==> config.mk <==
export PLATFORM = sky130hd
export DESIGN_NAME = ahct_ctrl
export DESIGN_NICKNAME = d
export VERILOG_FILES = /design/src/hw/rtl/ahct_pkg.sv /design/src/hw/rtl/ahct_ctrl.sv
export VERILOG_INCLUDE_DIRS = /design/src /design/src/hw/rtl
export SDC_FILE = /design/constraint.sdc
export NUM_CORES = 1
export LEC_CHECK = 0
export BUFFER_PORTS_ARGS = -buffer_cell sky130_fd_sc_hd__buf_2
export CORE_MARGIN = 2
export CORE_UTILIZATION = 50
export CTS_CLUSTER_SIZE = 16
export DETAILED_ROUTE_END_ITERATION = 12
export HOLD_SLACK_MARGIN = 0.15
export PLACE_DENSITY = 0.92
export SLEW_MARGIN = 20
export SYNTH_ARGS = -nofsm -noshare
export SYNTH_HDL_FRONTEND = slang
export SYNTH_SLANG_ARGS = --single-unit
==> constraint.sdc <==
create_clock -name clk -period 3.8 [get_ports clk]
set_input_delay 0.57 -clock clk [delete_from_list [all_inputs] [get_ports clk]]
set_output_delay 0.57 -clock clk [all_outputs]
set_load 0.05 [all_outputs]
==> src/hw/rtl/address_hit_counter_table_core_assert.svh <==
// assertion macros for the address hit counter table core
`ifndef ADDRESS_HIT_COUNTER_TABLE_CORE_ASSERT_SVH
`define ADDRESS_HIT_COUNTER_TABLE_CORE_ASSERT_SVH

// same-cycle implication, checked out of reset
`define AHCT_ASSERT_IMP(label, ante, cons) \
    label: assert property (@(posedge clk) disable iff (!rst_n) (ante) |-> (cons)) \
        else $error("ahct implication check failed");

// next-cycle implication, checked out of reset
`define AHCT_ASSERT_NXT(label, ante, cons) \
    label: assert property (@(posedge clk) disable iff (!rst_n) (ante) |=> (cons)) \
        else $error("ahct next-cycle check failed");

`endif

==> src/hw/rtl/ahct_pkg.sv <==
// shared types and constants for the address hit counter table
package ahct_pkg;

    localparam int ENTRIES = 256;
    localparam int IDX_W   = $clog2(ENTRIES);
    localparam int FILL_W  = $clog2(ENTRIES + 1);
    localparam int KEY_W   = 32;
    localparam int COUNT_W = 31;

    localparam logic [FILL_W-1:0]  FILL_FULL = FILL_W'(ENTRIES);
    localparam logic [COUNT_W-1:0] COUNT_MAX = {COUNT_W{1'b1}};

    localparam logic [1:0] CMD_COUNT = 2'd0;
    localparam logic [1:0] CMD_BLOCK = 2'd1;
    localparam logic [1:0] CMD_LOAD  = 2'd2;

    localparam logic [1:0] ST_OK        = 2'd0;
    localparam logic [1:0] ST_NOT_FOUND = 2'd1;
    localparam logic [1:0] ST_FULL      = 2'd2;

    typedef enum logic [1:0] {
        S_IDLE,
        S_SCAN,
        S_APPEND,
        S_DONE
    } state_t;

    typedef struct packed {
        logic [KEY_W-1:0]   key;
        logic [COUNT_W-1:0] count;
        logic               blocked;
    } entry_t;

    typedef struct packed {
        logic             wr_en;
        logic [IDX_W-1:0] wr_addr;
        entry_t           wr_data;
        logic [IDX_W-1:0] rd_addr;
    } mem_req_t;

    typedef struct packed {
        logic [COUNT_W-1:0] hit_count;
        logic [1:0]         status;
    } result_t;

endpackage

==> src/hw/rtl/ahct_ctrl.sv <==
// scan, update and append sequencer for the address table
`include "address_hit_counter_table_core_assert.svh"

module ahct_ctrl
(
    input  logic                           clk,
    input  logic                           rst_n,
    input  logic                           in_valid,
    output logic                           in_stall,
    input  logic [1:0]                     command,
    input  logic [ahct_pkg::KEY_W-1:0]     ip_addr,
    input  logic [ahct_pkg::COUNT_W-1:0]   load_count,
    input  logic                           load_blocked,
    output ahct_pkg::mem_req_t             mem_req,
    input  ahct_pkg::entry_t               rd_entry,
    output logic                           done_valid,
    input  logic                           done_take,
    output ahct_pkg::result_t              res
);

    ahct_pkg::state_t state_reg, state_next;

    logic [ahct_pkg::IDX_W-1:0]   idx_reg, idx_next;
    logic [ahct_pkg::FILL_W-1:0]  fill_reg, fill_next;
    logic [ahct_pkg::COUNT_W-1:0] res_count_reg, res_count_next;
    logic [1:0]                   res_status_reg, res_status_next;

    logic [1:0]                   cmd_reg;
    logic [ahct_pkg::KEY_W-1:0]   key_reg;
    logic [ahct_pkg::COUNT_W-1:0] lcount_reg;
    logic                         lblocked_reg;

    logic                         accept;
    logic                         match;
    logic                         last;
    logic [ahct_pkg::COUNT_W-1:0] new_count;

    assign accept    = in_valid && !in_stall;
    assign match     = (rd_entry.key == key_reg);
    assign last      = (({1'b0, idx_reg} + ahct_pkg::FILL_W'(1)) == fill_reg);
    assign new_count = (rd_entry.count == ahct_pkg::COUNT_MAX) ?
                       rd_entry.count : (rd_entry.count + ahct_pkg::COUNT_W'(1));

    // next state
    always_comb
    begin
        state_next = state_reg;
        unique case (state_reg)
            ahct_pkg::S_IDLE:
            begin
                if (in_valid)
                begin
                    unique case (command) inside
                        ahct_pkg::CMD_LOAD:
                            state_next = ahct_pkg::S_APPEND;
                        ahct_pkg::CMD_COUNT, ahct_pkg::CMD_BLOCK:
                            state_next = (fill_reg == '0) ? ahct_pkg::S_APPEND
                                                          : ahct_pkg::S_SCAN;
                        default:
                            state_next = ahct_pkg::S_DONE;
                    endcase
                end
            end
            ahct_pkg::S_SCAN:
            begin
                if (match)
                begin
                    state_next = ahct_pkg::S_DONE;
                end
                else if (last)
                begin
                    state_next = ahct_pkg::S_APPEND;
                end
            end
            ahct_pkg::S_APPEND:
                state_next = ahct_pkg::S_DONE;
            ahct_pkg::S_DONE:
            begin
                if (done_take)
                begin
                    state_next = ahct_pkg::S_IDLE;
                end
            end
            default:
                state_next = ahct_pkg::S_IDLE;
        endcase
    end

    // outputs and datapath
    always_comb
    begin
        in_stall        = 1'b1;
        idx_next        = idx_reg;
        fill_next       = fill_reg;
        res_count_next  = res_count_reg;
        res_status_next = res_status_reg;
        mem_req         = '0;
        unique case (state_reg)
            ahct_pkg::S_IDLE:
            begin
                in_stall        = 1'b0;
                idx_next        = '0;
                res_count_next  = '0;
                res_status_next = ahct_pkg::ST_OK;
            end
            ahct_pkg::S_SCAN:
            begin
                mem_req.rd_addr = idx_reg + ahct_pkg::IDX_W'(1);
                if (match)
                begin
                    mem_req.wr_en       = 1'b1;
                    mem_req.wr_addr     = idx_reg;
                    mem_req.wr_data.key = key_reg;
                    if (cmd_reg == ahct_pkg::CMD_COUNT)
                    begin
                        mem_req.wr_data.count   = new_count;
                        mem_req.wr_data.blocked = rd_entry.blocked;
                        res_count_next          = new_count;
                    end
                    else
                    begin
                        mem_req.wr_data.count   = rd_entry.count;
                        mem_req.wr_data.blocked = 1'b1;
                        res_count_next          = '0;
                    end
                    res_status_next = ahct_pkg::ST_OK;
                end
                else if (!last)
                begin
                    idx_next = idx_reg + ahct_pkg::IDX_W'(1);
                end
            end
            ahct_pkg::S_APPEND:
            begin
                res_count_next = '0;
                if (cmd_reg == ahct_pkg::CMD_BLOCK)
                begin
                    res_status_next = ahct_pkg::ST_NOT_FOUND;
                end
                else if (fill_reg == ahct_pkg::FILL_FULL)
                begin
                    res_status_next = ahct_pkg::ST_FULL;
                end
                else
                begin
                    mem_req.wr_en       = 1'b1;
                    mem_req.wr_addr     = fill_reg[ahct_pkg::IDX_W-1:0];
                    mem_req.wr_data.key = key_reg;
                    fill_next           = fill_reg + ahct_pkg::FILL_W'(1);
                    res_status_next     = ahct_pkg::ST_OK;
                    if (cmd_reg == ahct_pkg::CMD_COUNT)
                    begin
                        mem_req.wr_data.count   = ahct_pkg::COUNT_W'(1);
                        mem_req.wr_data.blocked = 1'b0;
                        res_count_next          = ahct_pkg::COUNT_W'(1);
                    end
                    else
                    begin
                        mem_req.wr_data.count   = lcount_reg;
                        mem_req.wr_data.blocked = lblocked_reg;
                    end
                end
            end
            ahct_pkg::S_DONE:
            begin
            end
            default:
            begin
            end
        endcase
    end

    always_ff @(posedge clk or negedge rst_n)
    begin
        if (!rst_n)
        begin
            state_reg <= ahct_pkg::S_IDLE;
            fill_reg  <= '0;
            idx_reg   <= '0;
        end
        else
        begin
            state_reg <= state_next;
            fill_reg  <= fill_next;
            idx_reg   <= idx_next;
        end
    end

    always_ff @(posedge clk)
    begin
        res_count_reg  <= res_count_next;
        res_status_reg <= res_status_next;
        if (accept)
        begin
            cmd_reg      <= command;
            key_reg      <= ip_addr;
            lcount_reg   <= load_count;
            lblocked_reg <= load_blocked;
        end
    end

    assign done_valid    = (state_reg == ahct_pkg::S_DONE);
    assign res.hit_count = res_count_reg;
    assign res.status    = res_status_reg;

    `AHCT_ASSERT_IMP(a_fill_bound, 1'b1, fill_reg <= ahct_pkg::FILL_FULL)
    `AHCT_ASSERT_IMP(a_scan_in_range, state_reg == ahct_pkg::S_SCAN,
        {1'b0, idx_reg} < fill_reg)
    `AHCT_ASSERT_IMP(a_write_in_range, mem_req.wr_en, {1'b0, mem_req.wr_addr} <= fill_reg)
    `AHCT_ASSERT_NXT(a_fill_step, 1'b1,
        fill_reg == $past(fill_reg) || fill_reg == $past(fill_reg) + ahct_pkg::FILL_W'(1))

endmodule

Word level (Yosys, flattened, before mapping)

Cells that the tools add are included.

Input bits: 134
Output and inout port bits: 116
Flip-flop bits (word level): 118
Logic and storage cells: 72

Bitwise operators: 2
Reduce and logical (&&, ||, !) cells: 12
Equality and inequality tests: 16
Muxes and demuxes: 29
Add/subtract/negate cells: 4

Operator list:

| kind                                          | number |
|---|---|
| two-way mux 73 bit                            | 3 |
| one-hot mux 73 bit (2 select lines)           | 1 |
| two-way mux 31 bit                            | 3 |
| one-hot mux 31 bit (3 select lines)           | 1 |
| two-way mux 32 bit                            | 2 |
| == test 32 bit                                | 1 |
| adder 31 x 1 -> 31 bit, second input constant | 1 |
| == test 31 bit, second input constant         | 1 |
| two-way mux 8 bit                             | 3 |
| two-way mux 2 bit                             | 8 |
| one-hot mux 8 bit (2 select lines)            | 1 |
| adder 8 x 1 -> 9 bit, second input constant   | 1 |
| adder 9 x 1 -> 9 bit, second input constant   | 1 |
| == test 9 bit                                 | 1 |
| == test 9 bit, second input constant          | 1 |
| zero test 9 bit                               | 1 |
| AND reduction 3 bit                           | 3 |
| adder 8 x 1 -> 8 bit, second input constant   | 1 |
| inequality test 2 bit, second input constant  | 4 |
| one-hot mux 2 bit (4 select lines)            | 1 |
| == test 2 x 1 -> 1 bit, second input constant | 3 |
| == test 2 bit, second input constant          | 3 |
| zero test 2 bit                               | 3 |
| one-hot mux 2 bit (3 select lines)            | 1 |
| 10 further kinds                              | 14 |

Logic depth before layout (Yosys ltp)

Gate-level depths: netlist (run 1).

Depth after elaboration: 5
Mapped depth: 10
Depth with buffers taken out: 8

Worst setup path before layout (run 1)

No wires, ideal clock.

Path type: input -> output
Start point: input port rd_entry[1] (netlist bit)
End point: output port mem_req[29] (netlist bit)
Buffers on the path: 1
Arrival: 3113 ps
Cell stages on the path: 9
Data required time: 3230 ps
Setup slack: 117 ps
Cells stage by stage: ha_1 > and4_1 > and2_1 > and2_1 > buf_6 > or3b_4 > nor2_1 > xnor2_1 > o21ai_0

RTL lines:

| element         | RTL line        | RTL |
|---|---|---|
| start, declared | ahct_ctrl.sv:15 | `input ahct_pkg::entry_t rd_entry,` |
| end, declared   | ahct_ctrl.sv:14 | `output ahct_pkg::mem_req_t mem_req,` |

==> results by group, run 1 <==
Outcome
  • Run status: complete, no violations

Critical path
  • Startpoint kind of the worst setup timing path: flop
  • Worst-path cell chain: xor2_1 -> nor4_2 -> nand4_1 -> nor3_2 -> buf_4 -> nor2_1 -> nor2_1 -> buf_6 -> and2_1 -> buf_2
  • Setup slack on the worst flop-to-flop path: between 0.8 and 0.9 ns
  • Cell with the biggest individual delay on the critical path: edfxtp_1
  • Reg-to-Reg End: idx_reg[3]
  • Worst Reg2Reg Path Length in Cells: 8
  • Startpoint of the lowest-slack register-to-register path: idx_reg[0]
  • Slowest Stage Delay on Critical Path: ~0.44 ns
  • Critical path endpoint category: output pin
  • Critical-path maximum fanout: 33
  • Arrival time worst endpoint: 3.08 ns
  • Most numerous cell on the critical path: nor2_1
  • Kind of critical path: reg -> out
  • Data required time at the worst endpoint: approximately 3.2 ns

STA
  • Slew of the pin with the lowest slew margin: between 0.8 and 0.9 ns
  • Max-Slew Margin vs Limit: roughly 46%
  • Final worst path period need: around 3.6 ns
  • Final Setup Violations: 0
  • Highest attainable clock frequency: about 270 MHz
  • Post-route clock skew: between 0.01 and 0.015 ns
  • Period utilisation layout: a little over nine tenths
  • Setup repair after global routing missed its margin: false
  • Count of endpoints failing hold in the final timing report: 0
  • Setup TNS: 0 ns
  • Max-slew violation total from the final report: 0
  • Final hold slack: 0.323 ns

Synthesis
  • Count of flip-flops with a built-in enable after synthesis: between 90 and 100
  • Proportion of synthesized chip area in sequential cells: about half
  • Synthesized area per cell: roughly 10 um2
  • Summed instance area of the synthesized netlist: roughly 6800 um2
  • Number of synthesized register bits: between 100 and 150
  • Most common flop cell mapped by yosys: edfxtp_1
  • Yosys warning total: 0
  • Cells after synthesis: 660
  • Post-synthesis cell type count: a little under 60
  • Async set-reset flop share out of synthesis: approximately 16%
  • Net Count, Synth: around 800

Power and ir drop
  • Share of total power in sequential cells: a little under a third
  • Total internal power: ~3.5 mW
  • Switching part of the total: 46.5%
  • Total power divided by cell area: ~750 nW/um2
  • Worst vdd rail ir drop: around 0.47 mV
  • Clk network pwr share: 22.8%
  • Part of the power in combinational logic: between 40% and 50%
  • Leakage power: approximately 3.7 nW
  • Sw Pwr: 3.09 mW

Layout
  • Flip-flop count of the largest register, all copies and words added: 32
  • Total Nets Final: between 1000 and 1500
  • Growth of design area from synthesis to finish: 30.4%
  • Antenna diode instance count: 0
  • Share of final-layout standard cells stronger than drive strength 1: 33.8%

Clock network
  • Total CTS buffers: 17
  • CTS tree: built
  • Level count of the clock H-tree: 4
  • Clock latency of the later-clocked register in the worst-skew pair: 0.42 ns
  • Setup Buffers After CTS: 0
  • Worst-path clk slew: approximately 0.050 ns
  • Number of buffers between clock root and the deepest sink: 2
  • Root Buffer Master: clkbuf_16
  • Num Clock Sinks: 118

Drt
  • Detail Route Antenna Nets: 0
  • DRC Markers: 0
  • Drt via density: roughly 5.6
  • Final wirelength: slightly above 20000 um
  • Number of vias after detailed routing: roughly 6200
  • DRC violation total after the first TritonRoute iteration: between 600 and 700
  • Per-cell routed wire length: ~19 um
  • TritonRoute pass-1 iters: 5

Place
  • Routability Congestion: around 0.97
  • HPWL reported at the end of detailed placement: approximately 15000 um
  • Port Buf Inserts: 249

GRT
  • Vias in the first global route: between 5000 and 6000
  • GRT overflow: 0
  • Wire length of the first global-routing pass: between 30000 and 40000 um
  • Maximum number of pins on one net before global-route repair: 35
  • Overall global routing resource usage: roughly 28%
  • Number of antenna violations at the first check in global routing: 1

Worst hold path
  • Worst Hold Path Cells: 1
  • Critical hold path startpoint: ip_addr[0]
  • Path category of the worst min-delay check: in -> reg
  • Worst Hold End: key_reg[0]

Die
  • Count of standard-cell rows: between 40 and 50
  • Die outline height: 120 um
  • I/O pin total: between 200 and 300
  • Floorplan die area: about 14000 um2
  • Floorplan Core Area: 13200 um2
  • Initial Utilization: 51.2%
  • Floorplan die width: approximately 120 um

Run
  • Max-cap violations: 0
==> cell families after synthesis <==
group | count (synthesis) | synth area share [%]
compound gates | 106 | 9.41
xor+xnor | 93 | 12.3
fa+ha+maj | 8 | 1.48
buf+inv | 53 | 3.32
flops | 118 | 51.1
mux | 5 | 0.760
simple gates | 277 | 21.7
==> timing repair <==
item	4_1_cts	5_1_grt
endpoints found under the setup margin	1	32
resized for setup	1	3
hold buffers	1	0
hold endpoints to repair	19	0
==> placed cells by master, fill, tap and decap left out, drive strengths merged, types with 2 or more instances in the layout <==
cell and count:
buf 263, edfxtp 99, nand2 78, nor2 62
xor2 56, o21ai 52, and2 42, xnor2 36
inv 21, nor3 21, clkbuf 20, dfrtp 19
a21oi 17, nand3 16, nor4 13, nand4 12
and3 10, a31oi 9, ha 8, clkinv 8
a22oi 7, or3 6, o21a 4, mux2i 4
nand2b 4, and4 4, a211oi 4, nor2b 3
a32o 3, nor4b 2, o31ai 2, clkinvlp 2
bufinv 2
==> metrics by stage <==
| step | power (mW) | std cells | setup WS (ns) | cell area (um2) | utilization [%] |
|---|---|---|---|---|---|
| after floorplan | 4.33 | 660 | 0.117 | 6750 | - |
| after global placement | 5.05 | 1068 | 0.303 | 8230 | 62.4 |
| after detailed placement | 5.10 | 1068 | 0.205 | 8230 | 62.4 |
| after CTS | 6.63 | 1100 | 0.0198 | 8790 | 66.7 |
| after global routing | 6.90 | 1100 | 0.000129 | 8800 | 66.7 |
| final | 6.63 | 1100 | 0.153 | 8800 | 66.7 |
==> Yosys cell counts, types with 4 or more instances <==
library cell	instances	area, um2
edfxtp_1	99	2970
nand2_1	78	293
nor2_1	60	225
xor2_1	56	490
o21ai_0	44	220
and2_1	42	263
xnor2_1	36	315
clkbuf_1	21	78.8
inv_1	21	78.8
dfrtp_1	19	475
nor3_1	18	90.1
a21oi_1	17	85.1
nand3_1	15	75.1
nand4_1	11	68.8
and3_1	10	62.6
nor4_1	10	62.6
a31oi_1	9	56.3
ha_1	8	100
o21ai_1	8	40.0
a22oi_1	7	52.6
buf_2	7	35.0
or3_1	6	37.5
mux2i_1	4	40.0
o21a_1	4	30.0
==> final cells by class <==
| class | instances | area (um2) |
|---|---|---|
| fillers | 1001 | 4390 |
| well taps | 176 | 220 |
| inverters | 22 | 82.6 |
| repair buffers | 264 | 1390 |
| clock buffers | 20 | 437 |
| flip-flops and latches | 118 | 3450 |
| multi-input cells | 489 | 3110 |
| clock inverters | 11 | 110 |
==> how the worst max path moves through the flow <==
| stage | depth (start not counted) | to | slack, ns | startpoint |
|---|---|---|---|---|
| 6_report | 10 | mem_req[57] | 0.15 | key_reg[24] |
| 3_5_place_dp | 11 | mem_req[57] | 0.21 | rd_entry[55] |
| 4_1_cts | 10 | mem_req[68] | 0.02 | key_reg[23] |
| 3_3_place_gp | 9 | mem_req[30] | 0.30 | rd_entry[55] |
| 2_1_floorplan | 9 | mem_req[29] | 0.12 | rd_entry[1] |
| 5_1_grt | 10 | mem_req[68] | 0.0001 | key_reg[24] |
==> power by group through the flow <==
stage / clock network, mW / logic (mW) / registers (mW)
floorplan: 0 / 1.69 / 2.64
global placement: 0 / 2.98 / 2.08
detailed placement: 0 / 3.02 / 2.08
CTS: 1.52 / 3.04 / 2.07
global route: 1.57 / 3.22 / 2.11
finish: 1.51 / 3.05 / 2.07
==> worst max-delay path: cells and delay by family (launching register included) <==
kind,cells,cell delay (ns)
and+or+nand+nor,6,1.29
buffers and inverters,3,0.73
DFF,1,0.44
xor gates and xnor gates,1,0.18
==> metal layers <==
metal / global-route usage (%) / vias up / wire length [um]
met5: 0 / - / 11
met2: 45.8 / 397 / 9620
met4: 13.9 / 2 / 935
li1: - / 2845 / -
met1: 35.8 / 2858 / 7750
met3: 7.22 / 65 / 2130
Note: power is estimated with default switching activity, not from simulation.
==> run 2: changes to the inputs <==
--- a/config.mk
+++ b/config.mk
@@ -7,6 +7,7 @@
 export NUM_CORES = 1
 export LEC_CHECK = 0
 export BUFFER_PORTS_ARGS = -buffer_cell sky130_fd_sc_hd__buf_2
+export CORE_ASPECT_RATIO = 0.9
 export CORE_MARGIN = 2
 export CORE_UTILIZATION = 50
 export CTS_CLUSTER_SIZE = 16
==> run 2 against run 1 <==
Compared with the run above: first-iteration DRC count shrank 2.1%; count of clock-buffer cells in the layout shrank 1; clock power is essentially flat; cell count shrank 0.91%; non-clock buffer count shrank 5; global-route usage shrank 0.29 points; cell area shrank 0.20%; highest routed layer unchanged.
==> results by group, run 2 (synthesis results as in run 1) <==
Drt
  • DRC Markers: 0
  • Final wirelength: about 20000 um
  • Per-cell routed wire length: roughly 19 um
  • Drt via density: 5.56
  • Number of vias after detailed routing: a little over 6000
  • DRC violation total after the first TritonRoute iteration: about 600
  • TritonRoute pass-1 iters: 5
  • Detail Route Antenna Nets: 0

Critical path
  • Setup slack on the worst flop-to-flop path: 0.96 ns
  • Critical-path maximum fanout: 11
  • Worst Reg2Reg Path Length in Cells: 8
  • Startpoint kind of the worst setup timing path: input port
  • Worst-path cell chain: buf_2 -> ha_1 -> and4_1 -> and2_1 -> nand4_1 -> nand3_1 -> nor2_1 -> xnor2_1 -> o21ai_0 -> buf_2
  • Cell with the biggest individual delay on the critical path: nand4_1
  • Critical path endpoint category: output pin
  • Data required time at the worst endpoint: 3.23 ns
  • Buffers & Inverters on Critical Path: 2
  • Arrival time worst endpoint: around 3.1 ns
  • Reg-to-Reg End: idx_reg[3]
  • Most numerous cell on the critical path: buf_2
  • Crit path max-delay family: simple AND/OR/NAND/NOR gates
  • Startpoint of the lowest-slack register-to-register path: idx_reg[0]
  • Slowest Stage Delay on Critical Path: about 0.42 ns
  • Kind of critical path: in -> out

GRT
  • GRT overflow: 0
  • Overall global routing resource usage: ~28%
  • Number of antenna violations at the first check in global routing: 4
  • Wire length of the first global-routing pass: 30900 um
  • Maximum number of pins on one net before global-route repair: 35
  • Vias in the first global route: about 5800

STA
  • Period utilisation layout: a little over nine tenths
  • Post-route clock skew: 0.0105 ns
  • Setup TNS: 0 ns
  • Count of endpoints failing hold in the final timing report: 0
  • Highest attainable clock frequency: around 270 MHz
  • Final worst path period need: about 3.7 ns
  • Final Setup Violations: 0
  • Final hold slack: between 0.3 and 0.4 ns
  • Max-slew violation total from the final report: 0
  • Max-Slew Margin vs Limit: between 40% and 50%
  • Setup repair after global routing missed its margin: false
  • Slew of the pin with the lowest slew margin: between 0.8 and 0.9 ns

Clock network
  • Clock latency of the later-clocked register in the worst-skew pair: approximately 0.42 ns
  • Worst-path clk slew: 0.06 ns
  • Total CTS buffers: 17
  • CTS tree: built
  • Num Clock Sinks: about 120
  • Root Buffer Master: clkbuf_16
  • Level count of the clock H-tree: 4
  • Number of buffers between clock root and the deepest sink: 2

Worst hold path
  • Worst Hold Path Cells: 1
  • Worst Hold End: lcount_reg[14]
  • Path category of the worst min-delay check: in -> reg
  • Critical hold path startpoint: load_count[14]

Layout
  • Total Nets Final: 1049
  • Most frequent standard cell in the layout excluding fill and tap cells: buf_2
  • FF+latch area: 3450 um2
  • Share of final-layout standard cells stronger than drive strength 1: 33.5%
  • Flip-flop count of the largest register, all copies and words added: 32
  • Multi-input logic area: approximately 3100 um2
  • Growth of design area from synthesis to finish: 30.1%
  • Commonest non-fill, non-tap cells in the layout: buf_2, edfxtp_1, nand2_1
  • Fillers: roughly 1000

Place
  • Port Buf Inserts: approximately 250
  • Routability Congestion: 0.969
  • HPWL reported at the end of detailed placement: between 15000 and 20000 um

Power and ir drop
  • Worst vdd rail ir drop: 0.611 mV
  • Leakage power: about 3.7 nW
  • Total power divided by cell area: approximately 760 nW/um2

Die
  • Floorplan die area: about 14000 um2
  • Initial Utilization: roughly half
  • Floorplan Core Area: ~13000 um2
  • I/O pin total: 250
  • Die outline height: between 100 and 150 um
  • Floorplan die width: 127 um
  • Count of standard-cell rows: 40

Run
  • Max-cap violations: 0

Outcome
  • Run status: complete, no violations
run 2: routing by layer:
metal,vias up,GRT usage (%),routed length (um)
met2,337,43.7,9590
met5,-,0,13
li1,2837,-,-
met3,48,7.62,1760
met1,2839,36.7,8330
met4,2,13.6,681
run 2: worst max path at each step:
stage	startpoint	slack, ns	cells past startpoint	end
floorplan	rd_entry[1]	0.12	9	mem_req[29]
global placement	rd_entry[56]	0.24	9	mem_req[30]
detailed placement	rd_entry[50]	0.28	10	mem_req[62]
CTS	fill_reg[0]	0.05	10	mem_req[62]
global route	fill_reg[0]	0.04	10	mem_req[62]
finish	rd_entry[1]	0.12	10	mem_req[24]
run 2: power breakdown:
part | leakage (nW) | switching, mW | total, mW | internal (mW)
Clock | 0.274 | 0.575 | 1.53 | 0.959
Sequential | 1.19 | 0.209 | 2.07 | 1.86
Combinational | 2.26 | 2.33 | 3.06 | 0.729
run 2: cell type report:
cell class	count	share of cell area (%)
Multi-Input combinational cell	489	35.4
Tap cell	168	2.39
Timing Repair Buffer	259	15.6
Inverter	22	0.940
Clock buffer	19	4.93
Antenna cell	2	0.0570
Clock inverter	13	1.51
Sequential cell	118	39.2
run 2: through the flow:
stage                     setup WS [ns]  total power [mW]  cell area, um2  cells  util (%)
final                             0.118              6.66            8790   1090      66.2
after global routing             0.0437              6.93            8790   1090      66.2
after CTS                        0.0530              6.67            8780   1088      66.2
after detailed placement          0.279              5.12            8200   1055      61.8
after global placement            0.240              5.06            8200   1055      61.8
after floorplan                   0.117              4.33            6750    660         -
run 2: repair_timing:
action | 4_1_cts | 5_1_grt
gates resized for setup | 1 | 2
hold buffers | 1 | 0
endpoints found under the hold margin | 19 | 0
setup buffers | 0 | 0
endpoints found under the setup margin | 2 | 32
run 2: worst register-to-register path, stage by stage, from the launching register on:
cell	delay (ns)
dfrtp_1	0.51
ha_1	0.34
nand2_1	0.16
o21ai_0	0.33
a32o_1	0.24
nor4b_2	0.06
a211oi_2	0.69
nand2b_4	0.30
o21ai_0	0.09
